**config.mk**
```make
export PLATFORM = sky130hd
export DESIGN_NAME = unix_seconds_to_calendar_time_core
export DESIGN_NICKNAME = d
export VERILOG_FILES = /design/src/rtl/core/uscal_pkg.sv /design/src/rtl/core/uscal_split.sv /design/src/rtl/core/uscal_date.sv /design/src/rtl/core/uscal_clock.sv /design/src/rtl/core/unix_seconds_to_calendar_time_core.sv
export SDC_FILE = /design/constraint.sdc
export NUM_CORES = 1
export LEC_CHECK = 0
export ABC_CLOCK_PERIOD_IN_PS = 12100
export BUFFER_PORTS_ARGS = -buffer_cell sky130_fd_sc_hd__buf_2
export CAP_MARGIN = 20
export CELL_PAD_IN_SITES_DETAIL_PLACEMENT = 0
export CELL_PAD_IN_SITES_GLOBAL_PLACEMENT = 1
export CORE_MARGIN = 1.5
export CORE_UTILIZATION = 31
export CTS_CLUSTER_DIAMETER = 200
export DETAILED_ROUTE_END_ITERATION = 6
export PLACE_DENSITY = 0.65
export SLEW_MARGIN = 15
export SYNTH_ARGS = -nofsm -noshare
export SYNTH_HDL_FRONTEND = slang
export SYNTH_SLANG_ARGS = --single-unit
```
**constraint.sdc**
```tcl
create_clock -name clock -period 12.1 [get_ports clock]
set_clock_uncertainty 0.1 [all_clocks]
set_input_delay 1.21 -clock clock [delete_from_list [all_inputs] [get_ports clock]]
set_output_delay 1.21 -clock clock [all_outputs]
set_load 0.02 [all_outputs]
```
**src/rtl/core/uscal_pkg.sv**
```systemverilog
package uscal_pkg;

   // Pipeline depth, one register rank per stage
   localparam int NUM_STAGES = 6;

   localparam int SECS_W   = 32;
   localparam int DAYS_W   = 16;
   localparam int TOD_W    = 17;
   localparam int DOY_W    = 9;
   localparam int YEAR_W   = 12;
   localparam int MONTH_W  = 4;
   localparam int MDAY_W   = 5;
   localparam int HOUR_W   = 5;
   localparam int MINUTE_W = 6;
   localparam int SECOND_W = 6;

   // 86400 = 128 * 675; floor(q / 675) = (q * DAY_RECIP) >> DAY_SHIFT for q < 2^25
   localparam logic [25:0] DAY_RECIP = 26'd50903317;
   localparam int          DAY_SHIFT = 35;
   localparam logic [9:0]  DAY_ODD   = 10'd675;

   // floor(d / 1461) = (d * CYC_RECIP) >> CYC_SHIFT for d < 2^16
   localparam logic [16:0] CYC_RECIP = 17'd91868;
   localparam int          CYC_SHIFT = 27;
   localparam logic [10:0] CYC_DAYS  = 11'd1461;

   // floor(x / 15) = (x * FIF_RECIP) >> FIF_SHIFT for x < 21600
   localparam logic [14:0] FIF_RECIP = 15'd17477;
   localparam int          FIF_SHIFT = 18;

   // First day of 2100-03-01 counted from 1970-01-01; a phantom Feb 29 is
   // inserted there so plain four-year cycles hold across the whole range
   localparam logic [DAYS_W-1:0] SKIP_2100 = 16'd47541;
   // Days from 1968-01-01 (leap year heading a cycle) to 1970-01-01
   localparam logic [DAYS_W-1:0] EPOCH_OFS = 16'd731;
   localparam logic [YEAR_W-1:0] BASE_YEAR = 12'd1968;

   // Day of year on which month idx (0 = January) starts
   function automatic logic [DOY_W-1:0] month_start(input logic [3:0] idx, input logic leap);
      logic [DOY_W-1:0] s;
      case (idx)
         4'd0:    s = 9'd0;
         4'd1:    s = 9'd31;
         4'd2:    s = 9'd59;
         4'd3:    s = 9'd90;
         4'd4:    s = 9'd120;
         4'd5:    s = 9'd151;
         4'd6:    s = 9'd181;
         4'd7:    s = 9'd212;
         4'd8:    s = 9'd243;
         4'd9:    s = 9'd273;
         4'd10:   s = 9'd304;
         4'd11:   s = 9'd334;
         default: s = 9'd0;
      endcase
      if (leap && idx >= 4'd2) begin
         s = s + 9'd1;
      end
      return s;
   endfunction

endpackage

```
**src/rtl/core/uscal_split.sv**
```systemverilog
// Stages 0 and 1: split seconds into whole days and seconds of day.
module uscal_split (
   input  logic                                  clock,
   input  logic [uscal_pkg::NUM_STAGES-1:0]      stage_en,
   input  logic [uscal_pkg::SECS_W-1:0]          unix_seconds,
   output logic [uscal_pkg::DAYS_W-1:0]          days,
   output logic [uscal_pkg::TOD_W-1:0]           tod
);

   logic [24:0]                     quot_ff;
   logic [6:0]                      low_ff;
   logic [50:0]                     prod_ff;
   logic [50:0]                     prod_in;
   logic [uscal_pkg::DAYS_W-1:0]    days_ff;
   logic [uscal_pkg::DAYS_W-1:0]    days_in;
   logic [uscal_pkg::TOD_W-1:0]     tod_ff;
   logic [uscal_pkg::TOD_W-1:0]     tod_in;
   logic [uscal_pkg::DAYS_W-1:0]    day_raw;
   logic [25:0]                     rem_full;

   assign prod_in = 51'(unix_seconds[31:7]) * 51'(uscal_pkg::DAY_RECIP);

   always_ff @(posedge clock) begin
      if (stage_en[0]) begin
         quot_ff <= unix_seconds[31:7];
         low_ff  <= unix_seconds[6:0];
         prod_ff <= prod_in;
      end
   end

   always_comb begin
      day_raw  = prod_ff[uscal_pkg::DAY_SHIFT +: uscal_pkg::DAYS_W];
      rem_full = 26'(quot_ff) - 26'(day_raw) * 26'(uscal_pkg::DAY_ODD);
      tod_in   = {rem_full[9:0], low_ff};
      // add the phantom leap day of 2100
      days_in  = (day_raw >= uscal_pkg::SKIP_2100) ? day_raw + 16'd1 : day_raw;
   end

   always_ff @(posedge clock) begin
      if (stage_en[1]) begin
         days_ff <= days_in;
         tod_ff  <= tod_in;
      end
   end

   assign days = days_ff;
   assign tod  = tod_ff;

endmodule

```
**src/rtl/core/uscal_date.sv**
```systemverilog
// Stages 2 to 5: day count to year, month and day of month.
module uscal_date (
   input  logic                                  clock,
   input  logic [uscal_pkg::NUM_STAGES-1:0]      stage_en,
   input  logic [uscal_pkg::DAYS_W-1:0]          days,
   output logic [uscal_pkg::YEAR_W-1:0]          year,
   output logic [uscal_pkg::MONTH_W-1:0]         month,
   output logic [uscal_pkg::MDAY_W-1:0]          day_of_month
);

   logic [uscal_pkg::DAYS_W-1:0]    d2_ff;
   logic [uscal_pkg::DAYS_W-1:0]    d2_in;
   logic [32:0]                     pc_ff;
   logic [32:0]                     pc_in;
   logic [5:0]                      cyc_ff;
   logic [5:0]                      cyc_in;
   logic [10:0]                     rcyc_ff;
   logic [10:0]                     rcyc_in;
   logic [uscal_pkg::YEAR_W-1:0]    year_ff;
   logic [uscal_pkg::YEAR_W-1:0]    year_in;
   logic [uscal_pkg::DOY_W-1:0]     doy_ff;
   logic [uscal_pkg::DOY_W-1:0]     doy_in;
   logic                            leap_ff;
   logic                            leap_in;
   logic [uscal_pkg::YEAR_W-1:0]    yout_ff;
   logic [uscal_pkg::MONTH_W-1:0]   month_ff;
   logic [uscal_pkg::MONTH_W-1:0]   month_in;
   logic [uscal_pkg::MDAY_W-1:0]    mday_ff;
   logic [uscal_pkg::MDAY_W-1:0]    mday_in;
   logic [16:0]                     rcyc_full;
   logic [1:0]                      yoff;
   logic [10:0]                     doy_wide;
   logic [3:0]                      midx;
   logic [uscal_pkg::DOY_W-1:0]     mstart;

   // stage 2: rebase to 1968 and multiply by the cycle reciprocal
   always_comb begin
      d2_in = days + uscal_pkg::EPOCH_OFS;
      pc_in = 33'(d2_in) * 33'(uscal_pkg::CYC_RECIP);
   end

   always_ff @(posedge clock) begin
      if (stage_en[2]) begin
         d2_ff <= d2_in;
         pc_ff <= pc_in;
      end
   end

   // stage 3: cycle number and day within the cycle
   always_comb begin
      cyc_in    = pc_ff[uscal_pkg::CYC_SHIFT +: 6];
      rcyc_full = 17'(d2_ff) - 17'(cyc_in) * 17'(uscal_pkg::CYC_DAYS);
      rcyc_in   = rcyc_full[10:0];
   end

   always_ff @(posedge clock) begin
      if (stage_en[3]) begin
         cyc_ff  <= cyc_in;
         rcyc_ff <= rcyc_in;
      end
   end

   // stage 4: year within the cycle; the first year of each cycle is leap
   always_comb begin
      if (rcyc_ff < 11'd366) begin
         yoff     = 2'd0;
         doy_wide = rcyc_ff;
      end else if (rcyc_ff < 11'd731) begin
         yoff     = 2'd1;
         doy_wide = rcyc_ff - 11'd366;
      end else if (rcyc_ff < 11'd1096) begin
         yoff     = 2'd2;
         doy_wide = rcyc_ff - 11'd731;
      end else begin
         yoff     = 2'd3;
         doy_wide = rcyc_ff - 11'd1096;
      end
      doy_in  = doy_wide[uscal_pkg::DOY_W-1:0];
      leap_in = (yoff == 2'd0);
      year_in = uscal_pkg::BASE_YEAR + {4'd0, cyc_ff, 2'b00} + {10'd0, yoff};
   end

   always_ff @(posedge clock) begin
      if (stage_en[4]) begin
         year_ff <= year_in;
         doy_ff  <= doy_in;
         leap_ff <= leap_in;
      end
   end

   // stage 5: count the month starts already passed
   always_comb begin
      midx = 4'd0;
      for (int m = 1; m < 12; m++) begin
         if (doy_ff >= uscal_pkg::month_start(4'(m), leap_ff)) begin
            midx = midx + 4'd1;
         end
      end
      mstart   = uscal_pkg::month_start(midx, leap_ff);
      month_in = midx + 4'd1;
      mday_in  = 5'(doy_ff - mstart) + 5'd1;
   end

   always_ff @(posedge clock) begin
      if (stage_en[5]) begin
         yout_ff  <= year_ff;
         month_ff <= month_in;
         mday_ff  <= mday_in;
      end
   end

   assign year         = yout_ff;
   assign month        = month_ff;
   assign day_of_month = mday_ff;

endmodule

```
**src/rtl/core/uscal_clock.sv**
```systemverilog
// Stages 2 to 5: seconds of day to hour, minute and second.
module uscal_clock (
   input  logic                                  clock,
   input  logic [uscal_pkg::NUM_STAGES-1:0]      stage_en,
   input  logic [uscal_pkg::TOD_W-1:0]           tod,
   output logic [uscal_pkg::HOUR_W-1:0]          hour,
   output logic [uscal_pkg::MINUTE_W-1:0]        minute,
   output logic [uscal_pkg::SECOND_W-1:0]        second
);

   logic [uscal_pkg::TOD_W-1:0]      tod_ff;
   logic [29:0]                      pm_ff;
   logic [29:0]                      pm_in;
   logic [10:0]                      mins_ff;
   logic [10:0]                      mins_in;
   logic [uscal_pkg::SECOND_W-1:0]   sec_ff;
   logic [uscal_pkg::SECOND_W-1:0]   sec_in;
   logic [23:0]                      ph_ff;
   logic [23:0]                      ph_in;
   logic [10:0]                      mins2_ff;
   logic [uscal_pkg::SECOND_W-1:0]   sec2_ff;
   logic [uscal_pkg::HOUR_W-1:0]     hour_ff;
   logic [uscal_pkg::HOUR_W-1:0]     hour_in;
   logic [uscal_pkg::MINUTE_W-1:0]   minute_ff;
   logic [uscal_pkg::MINUTE_W-1:0]   minute_in;
   logic [uscal_pkg::SECOND_W-1:0]   sec3_ff;
   logic [uscal_pkg::TOD_W-1:0]      sec_full;
   logic [10:0]                      min_full;

   // stage 2: minutes of day = (tod / 4) / 15
   assign pm_in = 30'(tod[16:2]) * 30'(uscal_pkg::FIF_RECIP);

   always_ff @(posedge clock) begin
      if (stage_en[2]) begin
         tod_ff <= tod;
         pm_ff  <= pm_in;
      end
   end

   // stage 3
   always_comb begin
      mins_in  = pm_ff[uscal_pkg::FIF_SHIFT +: 11];
      sec_full = tod_ff - 17'(mins_in) * 17'd60;
      sec_in   = sec_full[uscal_pkg::SECOND_W-1:0];
   end

   always_ff @(posedge clock) begin
      if (stage_en[3]) begin
         mins_ff <= mins_in;
         sec_ff  <= sec_in;
      end
   end

   // stage 4: hour = (minutes / 4) / 15
   assign ph_in = 24'(mins_ff[10:2]) * 24'(uscal_pkg::FIF_RECIP);

   always_ff @(posedge clock) begin
      if (stage_en[4]) begin
         ph_ff    <= ph_in;
         mins2_ff <= mins_ff;
         sec2_ff  <= sec_ff;
      end
   end

   // stage 5
   always_comb begin
      hour_in   = ph_ff[uscal_pkg::FIF_SHIFT +: uscal_pkg::HOUR_W];
      min_full  = mins2_ff - 11'(hour_in) * 11'd60;
      minute_in = min_full[uscal_pkg::MINUTE_W-1:0];
   end

   always_ff @(posedge clock) begin
      if (stage_en[5]) begin
         hour_ff   <= hour_in;
         minute_ff <= minute_in;
         sec3_ff   <= sec2_ff;
      end
   end

   assign hour   = hour_ff;
   assign minute = minute_ff;
   assign second = sec3_ff;

endmodule

```
**src/rtl/core/unix_seconds_to_calendar_time_core.sv**
```systemverilog
// Channel  Direction  Payload
// req      in         tdata[31:0]  unix_seconds
// rsp      out        tdata[39:0]  year, month, day_of_month, hour, minute, second
//
// Six register stages; a request enters each cycle unless a stalled response
// backs up to stage 0. The day and cycle reciprocal multiplies set the depth.
// Reset clears the stage valid bits only.
// A stalled response holds its stage; empty stages ahead of a stall still
// fill, so bubbles close up without losing or repeating a request.
module unix_seconds_to_calendar_time_core (
   input  logic          clock,
   input  logic          reset,
   input  logic          req_tvalid,
   output logic          req_tready,
   input  logic [31:0]   req_tdata,   // [31:0] unix_seconds
   output logic          rsp_tvalid,
   input  logic          rsp_tready,
   output logic [39:0]   rsp_tdata    // [11:0] year, [15:12] month, [20:16] day_of_month,
                                      // [25:21] hour, [31:26] minute, [37:32] second
);

   localparam int NS = uscal_pkg::NUM_STAGES;

   logic [NS-1:0]                       valid_ff;
   logic [NS-1:0]                       valid_in;
   logic [NS-1:0]                       stage_en;
   logic [uscal_pkg::DAYS_W-1:0]        days;
   logic [uscal_pkg::TOD_W-1:0]         tod;
   logic [uscal_pkg::YEAR_W-1:0]        year;
   logic [uscal_pkg::MONTH_W-1:0]       month;
   logic [uscal_pkg::MDAY_W-1:0]        day_of_month;
   logic [uscal_pkg::HOUR_W-1:0]        hour;
   logic [uscal_pkg::MINUTE_W-1:0]      minute;
   logic [uscal_pkg::SECOND_W-1:0]      second;

   // advance a stage when it is empty or the next one advances
   always_comb begin
      stage_en[NS-1] = !valid_ff[NS-1] || rsp_tready;
      for (int i = NS - 2; i >= 0; i--) begin
         stage_en[i] = !valid_ff[i] || stage_en[i+1];
      end
      for (int i = 0; i < NS; i++) begin
         if (stage_en[i]) begin
            valid_in[i] = (i == 0) ? req_tvalid : valid_ff[(i == 0) ? 0 : i - 1];
         end else begin
            valid_in[i] = valid_ff[i];
         end
      end
   end

   always_ff @(posedge clock) begin
      if (reset) begin
         valid_ff <= '0;
      end else begin
         valid_ff <= valid_in;
      end
   end

   uscal_split u_split (
      .clock        (clock),
      .stage_en     (stage_en),
      .unix_seconds (req_tdata),
      .days         (days),
      .tod          (tod)
   );

   uscal_date u_date (
      .clock        (clock),
      .stage_en     (stage_en),
      .days         (days),
      .year         (year),
      .month        (month),
      .day_of_month (day_of_month)
   );

   uscal_clock u_clock (
      .clock    (clock),
      .stage_en (stage_en),
      .tod      (tod),
      .hour     (hour),
      .minute   (minute),
      .second   (second)
   );

   assign req_tready = stage_en[0];
   assign rsp_tvalid = valid_ff[NS-1];
   assign rsp_tdata  = {2'b00, second, minute, hour, day_of_month, month, year};

endmodule
```
# After elaboration in Yosys (flattened, before gate mapping)
# Memory sizes are Yosys's and may differ from the RTL's.
# Index checks and enable logic that the tools add are counted.
# word_totals
register_bits	313
romBits	144
in_bits	36
output_inout_bits	42
elab_cells	124
mem_count	1
# memory_table
memory	depth	width	read_ports	rd_clocked_by_memory_dff	wr	line_no	source
(no name shown)	16	9	1	0	0	uscal_pkg.sv:41	case (idx)
# classes
add_sub_neg	25
mul	8
order_cmp	16
n_mux	29
reduce_logical	14
# op_table
op	count
multiplier 25 x 26 -> 51 bit (second input constant)	1
adder 4 x 1 -> 4 bit (second input constant)	11
two-way mux 4 bit	11
>= comparator 9 x 8 -> 1 bit	4
multiplier 16 x 15 -> 31 bit (second input constant)	1
multiplier 15 x 15 -> 29 bit (second input constant)	1
>= comparator 9 bit	3
two-way mux 9 bit	3
multiplier 9 x 15 -> 23 bit (second input constant)	1
>= comparator 9 x 7 -> 1 bit	2
adder 16 x 1 -> 16 bit (second input constant)	1
adder 16 x 10 -> 16 bit (second input constant)	1
>= comparator 16 bit (second input constant)	1
multiplier 16 x 10 -> 10 bit (second input constant)	1
two-way mux 16 bit	1
adder 11 x 8 -> 12 bit (first input constant)	1
adder 12 x 2 -> 12 bit	1
subtractor 6 bit	2
less-than comparator 11 x 10 -> 1 bit (second input constant)	1
less-than comparator 11 bit (second input constant)	1
less-than comparator 11 x 9 -> 1 bit (second input constant)	1
multiplier 11 x 4 -> 4 bit (second input constant)	1
multiplier 6 x 11 -> 11 bit (second input constant)	1
subtractor 11 bit	1
other kinds (18)	39

# Depth between registers and ports, before layout
# logic_depth
word_depth	27
ltp_mapped	47
mapped_depth_nobuf	47

# Cells and area by module
# Synthesis repeated with hierarchy kept, for this count alone.
# unflattened
cells_unflattened	2757
hier_area_um2	29686.0
# by_module_without_submodules
mod	instances	cells_each	area_each_um2
uscal_split	1	1259	13175.1
uscal_date	1	994	10461.3
uscal_clock	1	475	5804.3
unix_seconds_to_calendar_time_core	1	29	245.2

# Worst setup path before layout
# Ideal clock, no wire load.
# synth_path
path_type	reg2reg
start	register u_date.leap_ff
end	register u_date.mday_ff, in the netlist u_date.day_of_month[4], data pin
setup_ps	260
arrival_time_ps	8650
path_slack_ps	3090
path_stages_with_launch	47
n_path_buf	1
synth_period_minus_slack_ps	9010
cell_sequence	edfxtp_1 > inv_1 > ha_1 > nand2_1 > a21oi_1 > o21ai_0 > nand2b_1 > a311o_1 > ha_1 > clkbuf_1 > nand2b_1 > o211ai_4 > inv_1 > ha_1 > nor2_1 > nor3_1 > ha_1 > xnor2_1 > [... 11 more ...] > xor2_1 > a2bb2oi_2 > and2_4 > inv_1 > ha_1 > o21a_1 > or2_2 > ha_1 > nand2_1 > a41oi_2 > xnor2_1 > o21ai_0 > ha_1 > ha_1 > a21o_1 > a21oi_1 > xnor2_1 > xnor2_1
# synth_between
elab_chain_len	26
elab_cells_between_ends	46
cone_classes	12 x add/sub; 11 x order compare; 21 x mux; 1 x reduce/logical; 1 x memory
# synth_lines
element	line_no	source
from (decl)	uscal_date.sv:23	logic leap_ff;
from (signal assigned)	uscal_date.sv:87	leap_ff <= leap_in;
two-way mux 3 bit	uscal_pkg.sv:56	if (leap && idx >= 4'd2) begin
>= comparator 9 x 6 -> 1 bit	uscal_date.sv:95	if (doy_ff >= uscal_pkg::month_start(4'(m), leap_ff)) begin
two-way mux 4 bit	uscal_date.sv:95	
adder 4 x 1 -> 4 bit	uscal_date.sv:96	midx = midx + 4'd1;
two-way mux 4 bit	uscal_date.sv:95	
adder 4 x 1 -> 4 bit	uscal_date.sv:96	
two-way mux 4 bit	uscal_date.sv:95	
adder 4 x 1 -> 4 bit	uscal_date.sv:96	
[... 11 more ...]	--	
adder 4 x 1 -> 4 bit	uscal_date.sv:96	
two-way mux 4 bit	uscal_date.sv:95	
memory read (16 x 9 bit) / >= comparator 4 x 2 -> 1 bit (equally long branches)	--	
adder 5 x 1 -> 5 bit / logical AND 1 bit (equally long branches)	uscal_pkg.sv:57, uscal_pkg.sv:56	
two-way mux 5 bit *	uscal_pkg.sv:56	
subtractor 5 bit *	uscal_date.sv:101	mday_in = 5'(doy_ff - mstart) + 5'd1;
adder 5 x 1 -> 5 bit *	uscal_date.sv:101	
named net u_date.mday_in, one bit	uscal_date.sv:29	logic [uscal_pkg::MDAY_W-1:0] mday_in;
to (signal assigned)	uscal_date.sv:108	mday_ff <= mday_in;
to (decl)	uscal_date.sv:28	logic [uscal_pkg::MDAY_W-1:0] mday_ff;
# The timed path passes the listed nets; every way through them passes the cells marked *.
# A chain may end at the register's enable or synchronous reset.

# Worst setup path in the final report
# Ends and elaborated chain as after synthesis.

==> flow_summary_export.csv <==
group,metric,value,unit
cts,cts-root-buf,"clkbuf_16",
floorplan,core,93300,um2
synthesis,ys_ff_latch,215,
floorplan,die_area,96100,um2
cells_and_area,drive_gt1_share,5.82,%
cells_and_area,nNetsFinal,3778,
synthesis,ys_types,92,
floorplan,io-pin-count,78,
placed_design,port_buffers,75,
floorplan,row_count,112,
synthesis,yosys-top-cells-area,"ha_1 (28%), fa_1 (23%), edfxtp_1 (21%), inv_1 (8.4%), xnor2_1 (2.9%)",
detailed_routing,drt_iter0_markers,580,
critical_path,cp_slowest_cell,"edfxtp_1",
worst_hold_path,hold-path-cell-count,0,
cells_and_area,fin_util,34.3,%
cts,cts_buffers,24,
cts,cts_setup_buffers,0,
cts,cts.sinks,215,
worst_hold_path,hold_path_class,"flop to flop",
job,drv_cap,0,
global_routing,grt-ovfl-total,0,
floorplan,die_w,310,um
sta,fin_crit_sh,83.1,%
cts,clk-insertion-delay-late,530,ps
sta,finalHoldViolCount,0,
cts,ctsHoldBuffers,0,
critical_path,crit_path_start_kind,"flop",
global_routing,grt_first_pass_wirelength,98200,um
sta,worst-slew-pin-transition,1020,ps
cts,htreeDepth,1,
global_routing,antenna_found_initial,0,
synthesis,postSynth.asyncResetShare,0,%
detailed_routing,vias,17513,
placed_design,dp.cells,3976,
cells_and_area,diodes,0,
critical_path,slowest_delay,550,ps
sta,setup_violations,0,
synthesis,yosysMostFrequentCell,"ha_1",
synthesis,synthDominantCellAreaShare,28.1,%
global_routing,grt_usage,12.7,%
critical_path,crit_top_cell,"ha_1",
detailed_routing,drc,0,
critical_path,path_buf_inv,4,
sta,rsz0062_at_grt,"false",
detailed_routing,drt-vias-per-instance,4.36,
critical_path,cp_max_fo,10,
critical_path,endpoint_kind,"flop",
placed_design,place_hpwl,50100,um
sta,drv_slew,0,
sta,max_freq,0.0994,GHz
cells_and_area,fin_area,32000,um2
detailed_routing,dr.pass1.iters,4,
placed_design,postPlaceCellArea,31200,um2
critical_path,reg2regPathDepth,45,
cts,cts_max_path_buffers,3,
sta,fin_crit,10060,ps
synthesis,ys.flop_type,"edfxtp_1",
synthesis,synth_warnings,0,
critical_path,cp.arrival,10230,ps
synthesis,syn-mean-instance-area,11.0,um2
global_routing,grt_pass1_vias,18801,
cts,cts_resized,0,
synthesis,synthCells,2652,
synthesis,yosys-top-cells-count,"ha_1 (656), inv_1 (655), fa_1 (338)",
detailed_routing,routedWlPerCell,14.5,um
status,status,"completed",
global_routing,grt_max_degree,39,
floorplan,die_h,310,um
synthesis,netlist_area,29200,um2
synthesis,synth_edf_count,209,
cells_and_area,stdcell_count,4020,
sta,relSlewSlack,31.4,%
synthesis,ys_seq_area_share,21.9,%
floorplan,initial_core_util,31.3,%
cells_and_area,synthToLayoutAreaGrowth,9.41,%
critical_path,critPathRequiredTime,12270,ps
detailed_routing,wl,58100,um
critical_path,path_class,"flop to flop",
cts,clk_pin_slew,60,ps
detailed_routing,antenna_left,0,
cts,cts_tree,"built",
synthesis,synth_top_area_cell,"ha_1",
sta,tns,0,ps
critical_path,cp.depth,45,
placed_design,routabilityCongestion,0.827,
critical_path,cpLargestDelayFamily,"adder cells",
worst paths after layout:
| kind | end | slack (ps) | start |
|---|---|---|---|
| setup / recovery | u_date.day_of_month[4] | 2040 | u_date.leap_ff |
| hold / removal | u_clock.mins_ff[9] | 310 | u_clock.pm_ff[27] |
| setup reg to reg | u_date.day_of_month[4] | 2040 | u_date.leap_ff |
| hold reg to reg | u_clock.mins_ff[9] | 310 | u_clock.pm_ff[27] |
placed cells by master (no fill, tap or decap), types with 4 or more instances in the layout:
master / count
nand2_1: 69
clkbuf_16: 26
mux2i_1: 5
xor2_1: 54
or3_1: 5
edfxtp_1: 209
dfxtp_1: 6
o21bai_1: 15
a2111oi_0: 7
nor4_1: 5
a211oi_1: 6
nand3_1: 35
nor2b_1: 12
a21o_1: 46
fa_1: 338
a31oi_1: 7
and2_1: 14
o21a_1: 21
a221oi_1: 4
nand4_1: 12
and3_1: 15
a211o_1: 9
nor3_1: 12
nor3b_1: 5
inv_1: 655
buf_2: 75
a21boi_0: 4
a21oi_1: 83
xnor2_1: 96
o31ai_1: 7
nor2_1: 55
buf_4: 11
ha_1: 656
o21ai_0: 52
clkbuf_1: 4
nand2b_1: 18
o211ai_1: 6
final cells by class:
cell class              instances  area (um2)
repair buffers                 86         458
well taps                    1254        1570
flip-flops and latches        215        6400
multi-input cells            1765       20300
inverters                     656        2460
clock buffers                  32         693
fillers                      9431       61400
clock inverters                12         120
metrics by stage:
step                      hold slack, ps  worst slack, ps
after floorplan                      300             3090
after global placement               302             2190
after detailed placement             305             2120
after CTS                            313             2080
after global routing                 320             1180
final                                312             2040
cells by family (layout without fill, tap and decap cells):
kind of cell	count (synthesis)	in the layout	synth area share (%)
flops	215	215	21.9
simple gates	283	283	5.07
compound gates	319	319	7.48
buf+inv	673	786	8.77
xor+xnor	158	158	5.19
mux	9	9	0.351
other cells	1	2	0.0128
fa+ha+maj	994	994	51.2
flip-flops by register name (all words and copies together), names as in the netlist, 7 cells and up:
name and count:
u_split.tod 17, u_split.low_ff 7, u_split.prod_ff 18, u_date.year 11, u_clock.mins_ff 11, u_split.days 16
u_date.year_ff 11, u_date.doy_ff 9, u_clock.pm_ff 13, u_date.rcyc_ff 11, u_split.quot_ff 8, u_date.d2_ff 11
layer usage:
metal  vias up  global-route usage [%]  share of wire, %
li1       8961                       -                 -
met1      8303                    17.4                48
met2       188                    21.9                47
met3        61                    1.18               2.6
met4         0                    2.38               1.7
met5         -                       0                 0
Power is left out: the tool's default activity adds up to more than one toggle a clock period on the data nets, which glitch-free logic cannot reach.
